<file path="src/rtl/rsch_pkg.sv">
// Shared constants and types of the ray against sphere closest-hit pipeline.
package rsch_pkg;

    localparam int DEF_COORD_WIDTH = 32;
    localparam int DEF_FRAC_BITS   = 16;

    localparam int DIST_W      = 31;
    localparam int COLOUR_W    = 24;
    localparam int RSQ_W       = 62;
    localparam int BEST_W      = DIST_W + COLOUR_W;
    localparam int MUL_LIMB    = 32;
    localparam int CFG_IDX_W   = 3;
    localparam int CFG_DATA_W  = 64;
    localparam int OUT_TDATA_W = ((2 + 2 * DIST_W + COLOUR_W + 7) / 8) * 8;

    localparam logic [DIST_W-1:0] DIST_MAX  = {DIST_W{1'b1}};
    localparam logic [DIST_W-1:0] EPS_RESET = DIST_W'(655);

    typedef enum logic [CFG_IDX_W-1:0] {
        CFG_CENTRE_X,
        CFG_CENTRE_Y,
        CFG_CENTRE_Z,
        CFG_RADIUS_SQ,
        CFG_COLOUR,
        CFG_MIN_DIST
    } cfg_idx_t;

endpackage

</file>
<file path="src/rtl/rsch_mul.sv">
// Pipelined signed multiplier lanes built from 32x32 limb products.
module rsch_mul
    import rsch_pkg::*;
#(
    parameter int OW     = 33,
    parameter int LANES  = 1,
    parameter int SIDE_W = 1
)
(
    input  logic                     clk,
    input  logic                     rst_n,
    input  logic                     en,
    input  logic                     in_valid,
    input  logic signed [OW-1:0]     a [LANES],
    input  logic signed [OW-1:0]     b [LANES],
    input  logic [SIDE_W-1:0]        side_in,
    output logic                     out_valid,
    output logic signed [2*OW-1:0]   p [LANES],
    output logic [SIDE_W-1:0]        side_out
);

    localparam int NL   = (OW + MUL_LIMB - 1) / MUL_LIMB;
    localparam int PADW = NL * MUL_LIMB;
    localparam int PPW  = 2 * MUL_LIMB;

    logic [OW-1:0]          ua [LANES];
    logic [OW-1:0]          ub [LANES];
    logic [OW-1:0]          abs_a [LANES];
    logic [OW-1:0]          abs_b [LANES];
    logic [2*PADW-1:0]      acc [LANES];

    logic [PADW-1:0]        ma_reg [LANES];
    logic [PADW-1:0]        mb_reg [LANES];
    logic [PADW-1:0]        ma_next [LANES];
    logic [PADW-1:0]        mb_next [LANES];
    logic                   neg1_reg [LANES];
    logic                   neg2_reg [LANES];
    logic                   neg3_reg [LANES];
    logic [PPW-1:0]         pp_reg [LANES][NL*NL];
    logic [PPW-1:0]         pp_next [LANES][NL*NL];
    logic [2*OW-1:0]        sum_reg [LANES];
    logic [2*OW-1:0]        sum_next [LANES];
    logic signed [2*OW-1:0] p_reg [LANES];
    logic signed [2*OW-1:0] p_next [LANES];
    logic [3:0]             v_reg;
    logic [SIDE_W-1:0]      side_reg [4];

    always_comb
    begin
        for (int l = 0; l < LANES; l++)
        begin
            ua[l]    = a[l];
            ub[l]    = b[l];
            abs_a[l] = ua[l][OW-1] ? (~ua[l] + 1'b1) : ua[l];
            abs_b[l] = ub[l][OW-1] ? (~ub[l] + 1'b1) : ub[l];
            ma_next[l] = PADW'(abs_a[l]);
            mb_next[l] = PADW'(abs_b[l]);
            for (int i = 0; i < NL; i++)
            begin
                for (int j = 0; j < NL; j++)
                begin
                    pp_next[l][i*NL+j] = ma_reg[l][i*MUL_LIMB +: MUL_LIMB]
                                       * mb_reg[l][j*MUL_LIMB +: MUL_LIMB];
                end
            end
            acc[l] = '0;
            for (int i = 0; i < NL; i++)
            begin
                for (int j = 0; j < NL; j++)
                begin
                    acc[l] = acc[l]
                           + ((2*PADW)'(pp_reg[l][i*NL+j]) << (MUL_LIMB * (i + j)));
                end
            end
            sum_next[l] = acc[l][2*OW-1:0];
            p_next[l]   = neg3_reg[l] ? $signed(~sum_reg[l] + 1'b1) : $signed(sum_reg[l]);
        end
    end

    always_ff @(posedge clk or negedge rst_n)
    begin
        if (!rst_n)
        begin
            v_reg <= '0;
        end
        else if (en)
        begin
            v_reg <= {v_reg[2:0], in_valid};
        end
    end

    always_ff @(posedge clk)
    begin
        if (en)
        begin
            side_reg[0] <= side_in;
            side_reg[1] <= side_reg[0];
            side_reg[2] <= side_reg[1];
            side_reg[3] <= side_reg[2];
            for (int l = 0; l < LANES; l++)
            begin
                ma_reg[l]   <= ma_next[l];
                mb_reg[l]   <= mb_next[l];
                neg1_reg[l] <= a[l][OW-1] ^ b[l][OW-1];
                neg2_reg[l] <= neg1_reg[l];
                neg3_reg[l] <= neg2_reg[l];
                pp_reg[l]   <= pp_next[l];
                sum_reg[l]  <= sum_next[l];
                p_reg[l]    <= p_next[l];
            end
        end
    end

    assign out_valid = v_reg[3];
    assign side_out  = side_reg[3];
    assign p         = p_reg;

endmodule

</file>
<file path="config.mk">
export PLATFORM = sky130hd
export DESIGN_NAME = rsch_mul
export DESIGN_NICKNAME = d
export VERILOG_FILES = /design/src/rtl/rsch_pkg.sv /design/src/rtl/rsch_mul.sv
export SDC_FILE = /design/constraint.sdc
export NUM_CORES = 2
export LEC_CHECK = 0
export BUFFER_PORTS_ARGS = -buffer_cell sky130_fd_sc_hd__clkbuf_2
export CAP_MARGIN = 20
export CORE_UTILIZATION = 60
export DETAILED_ROUTE_END_ITERATION = 10
export HOLD_SLACK_MARGIN = 0.12
export PLACE_DENSITY = 0.87
export SETUP_SLACK_MARGIN = 0.3
export SKIP_LAST_GASP = 1
export SLEW_MARGIN = 30
export SYNTH_ARGS = -nofsm -noshare
export SYNTH_HDL_FRONTEND = slang
export SYNTH_SLANG_ARGS = --single-unit
</file>
<file path="constraint.sdc">
create_clock -name clk -period 16 [get_ports clk]
set_input_delay 0.8 -clock clk [delete_from_list [all_inputs] [get_ports clk]]
set_output_delay 0.8 -clock clk [all_outputs]
set_load 0.02 [all_outputs]
</file>
==> results <==
- The largest single stage delay on the critical path is 0.70 ns.
- The net count of the finished layout is 6,116.
- The number of different library cells used by synthesis comes to 66.
- The class of the most critical hold timing path is register to register.
- The tool flagged a number of max-cap violations equal to 0.
- The run finished, with violations left.
- After synthesis, the largest family of logic cells by area is adder cells.
- In the synthesized netlist the dominant register cell turns out to be edfxtp_1.
- The clock root buffer is clkbuf_16.
- The worst setup path is captured at a register.
- The number of DRC markers after the initial detailed-route iteration is 3,050.
- The height of the die is 288 um.
- The clock tree synthesis step divided the H-tree into 2 levels.
- In this design, the critical path's most frequently occurring cell is fa_1.
- Timing analysis after detailed placement gives a worst setup slack of 6.93 ns.
- The clock insertion delay at the later pin of the skew report is 0.56 ns.
- The checks that failed: design-rule violations.
- Sequential cells were found to cover 20.7% of the synthesized design area.
- The post-synthesis cell count is 4,812.
- The category of the most critical setup path is register to register.
- The number of clock sinks is 338.
- The arrival time at the worst endpoint is 9.41 ns.
- The area fraction in compound gates after synthesis is 5.32%.
- Of the total synthesized cell area, the portion taken by AND, OR, NAND and NOR gates is 15.4%.
- The slowest stage of the critical path belongs to the cell edfxtp_1.
- The number of antenna violations at the first check in global routing is 8.
- The required time reported for the critical path endpoint is 16.29 ns.
- The share of post-route cells with drive strength above 1 is 6.00%.
- The number of nets in the synthesized netlist is 6,110.
- The share of cell area taken by muxes after synthesis is 0.0920%.
- The biggest area contributor in the post-synthesis netlist is fa_1.
- The final number of hold-violating endpoints is 0.
- The kind of cell with the highest combined delay along the critical path is adder cells.
- The share of synthesized area in the top cell type comes to 38.0%.
- The floorplan has 104 rows.
- After detailed routing, the number of remaining DRC violations is 44.
- The effective utilization at floorplan is 60.7%.
- For this run, the total global-route usage over all layers was measured as 31.3%.
- The number of buffers added on ports is 138.
- The congestion estimate from routability-driven global placement came to 0.986.
- The largest net degree at the start of global routing is 103.
- The total number of vias is 34,500.
- The number of placed instances, taps included, is 5,834.
- The remaining antenna violation count is 0.
- Across the routed clock network, the largest skew measured is 0.0194 ns.
- The total area inside the core boundary comes to 80,700 um^2.
- The die is 288 um wide.
- The core occupancy in the finished layout is 64.4%.
- The detailed placer's ending HPWL is 90.7 mm.
- The worst pin sits at a relative slew slack of 35.2%.
- The non-filler instance count after layout is 5,909.
- Setup repair after global routing left no endpoint under its margin.
- The total wire length after detailed routing is 125 mm.
- The worst path uses 57.0% of the clock period.
- The total count of max-transition violations in the final report is 0.
- The number of global-route vias before repair came to 37,200.
- Yosys printed 0 warnings.
- TritonCTS built the clock tree.
- For the final routed database, the setup TNS stands at 0 ns.
- The minimum setup slack in the final design is 6.88 ns.
- The final routed wire length divided by cell count is 21.1 um.
- The first-pass GRT wire length is 199 mm.
- The number of buffers added for setup after CTS is 0.
- The number of storage elements in the synthesis netlist is 338.
- The share of the synthesized netlist area taken by xor and xnor gates is 3.81%.
- The number of enable-type register cells in the synthesized netlist is 334.
- The number of search-and-repair iterations in the first detailed-routing pass is 9.
- The adder-cell share of the synthesized area is 45.6%.
- The relative area change from synthesis to final layout is 6.01%.
- The number of clock buffers added by TritonCTS is 38.
- Of all flip-flops after synthesis, the portion carrying an async set or reset was 1.18%.
- The register with the most flip-flops in the layout has 129 of them.
- The worst path in the final design needs a cycle of 9.12 ns, including I/O delays and setup.
- The die covers 82,800 um^2.
- At the pin with the least slew margin, the transition time is 0.971 ns.
- The highest achievable clock rate is 110 MHz.
- After detailed routing, the number of vias per cell comes to 5.84.
- The cell area after synthesis is 49,000 um^2.
- The maximum fanout count along the critical path is 18.
- After synthesis, the mean cell area works out to 10.2 um^2.
- Yosys attributes the largest share of cell area to fa_1, edfxtp_1, and2_1.
- The worst setup path is launched from a register.
- The clock passes through at most 3 buffers.
- The final global-route overflow total is 0.
- The critical path buffer and inverter count is 7.
- Setup violations remaining at the end of the flow were counted as 0.
- After clock tree synthesis, the clock-pin slew on the worst setup and hold paths is 0.06 ns.
- The top-level port count is 139.
==> timing repair <==
action                    in CTS  in global routing
hold buffers                   1                  0
gates resized for setup        0                  0
hold endpoints to repair       4                  0
==> cells in the mapped netlist (12+ instances only) <==
cell,count
xnor2_1,176
o41ai_1,18
nand3_1,15
or4_1,15
o21bai_1,14
nand2_1,534
a21o_1,76
o31ai_1,34
and2_1,670
o21ai_0,84
a21oi_1,102
nand4_1,25
fa_1,929
or3_1,23
clkbuf_1,241
xor2_1,37
edfxtp_1,334
nor2_1,76
nor3_1,19
ha_1,298
nand2b_1,14
nor4_1,12
inv_1,944
==> metrics by stage <==
stage,area [um^2],hold slack [ns]
final,51900,0.415
after global routing,51900,0.412
after CTS,51900,0.389
after detailed placement,50600,0.405
after global placement,50600,0.400
after floorplan,49000,0.400
==> final timing paths <==
check	start	to	slack, ns	cells past startpoint
worst max-delay path	ma_reg[0][12]	pp_reg[0][255]	6.88	27
worst min-delay path	pp_reg[0][192]	sum_reg[0][0]	0.42	0
worst max register to register	ma_reg[0][12]	pp_reg[0][255]	6.88	27
worst min register to register	pp_reg[0][192]	sum_reg[0][0]	0.42	0
max in group asynchronous	rst_n	v_reg[3]	15.29	2
min in group asynchronous	rst_n	v_reg[0]	0.58	2
==> placed cells by master (no fill, tap or decap), types with 10 or more instances in the layout <==
cell	synthesis	final
clkbuf_16	0	39
or4_1	15	15
a31oi_1	10	10
xnor2_1	176	176
o31ai_1	34	34
or3_1	23	23
o21bai_1	14	14
ha_1	298	298
clkbuf_2	0	137
edfxtp_1	334	334
nor4_1	12	12
a21o_1	76	76
a21oi_1	102	102
nor3_1	19	19
o41ai_1	18	18
o21ai_0	84	84
nand3_1	15	15
buf_4	0	64
nor2b_1	10	10
nand2_1	534	534
nor2_1	76	76
nand2b_1	14	14
and2_1	670	670
xor2_1	37	37
nand4_1	25	25
inv_1	944	944
fa_1	929	929
==> routing by layer <==
layer / GRT usage, % / share of wire [%] / routed length, um / vias up
met5: 0 / 0.038 / 48 / -
met4: 13.0 / 4.7 / 5910 / 8
met3: 9.36 / 13 / 15800 / 484
met2: 49.6 / 46 / 56900 / 2183
met1: 40.4 / 37 / 46200 / 17100
li1: - / - / - / 14700
==> worst reg2reg max path, delay by kind of cell, from the launching register on <==
family,cells,cell delay [ns]
and+or+nand+nor,4,1.09
AOI/OAI and AO/OA,6,1.61
xor gates and xnor gates,1,0.19
adders and majority gates,9,4.53
buffers and inverters,7,0.75
DFF,1,0.70
==> area by class of cell <==
cell class | instances | area [um^2]
sequential | 338 | 10100
timing repair buffer | 209 | 1270
fill | 6130 | 28800
clock buffer | 45 | 998
tap | 1060 | 1330
multi-input combinational | 3287 | 34400
clock inverter | 23 | 246
inverter | 944 | 3540
antenna | 3 | 7.51
==> cells by family (layout without fill, tap and decap cells) <==
| group | after synthesis | after routing |
|---|---|---|
| multiplexers | 4 | 4 |
| XOR/XNOR | 213 | 213 |
| flip-flops | 338 | 338 |
| AO/OA/AOI/OAI | 398 | 398 |
| other | 0 | 3 |
| AND/OR/NAND/NOR | 1445 | 1445 |
| buffers and inverters | 1187 | 1221 |
| adder cells (fa/ha/maj) | 1227 | 1227 |
Power is left out: the tool's default activity adds up to more than one toggle a clock period on the data nets, which glitch-free logic cannot reach.
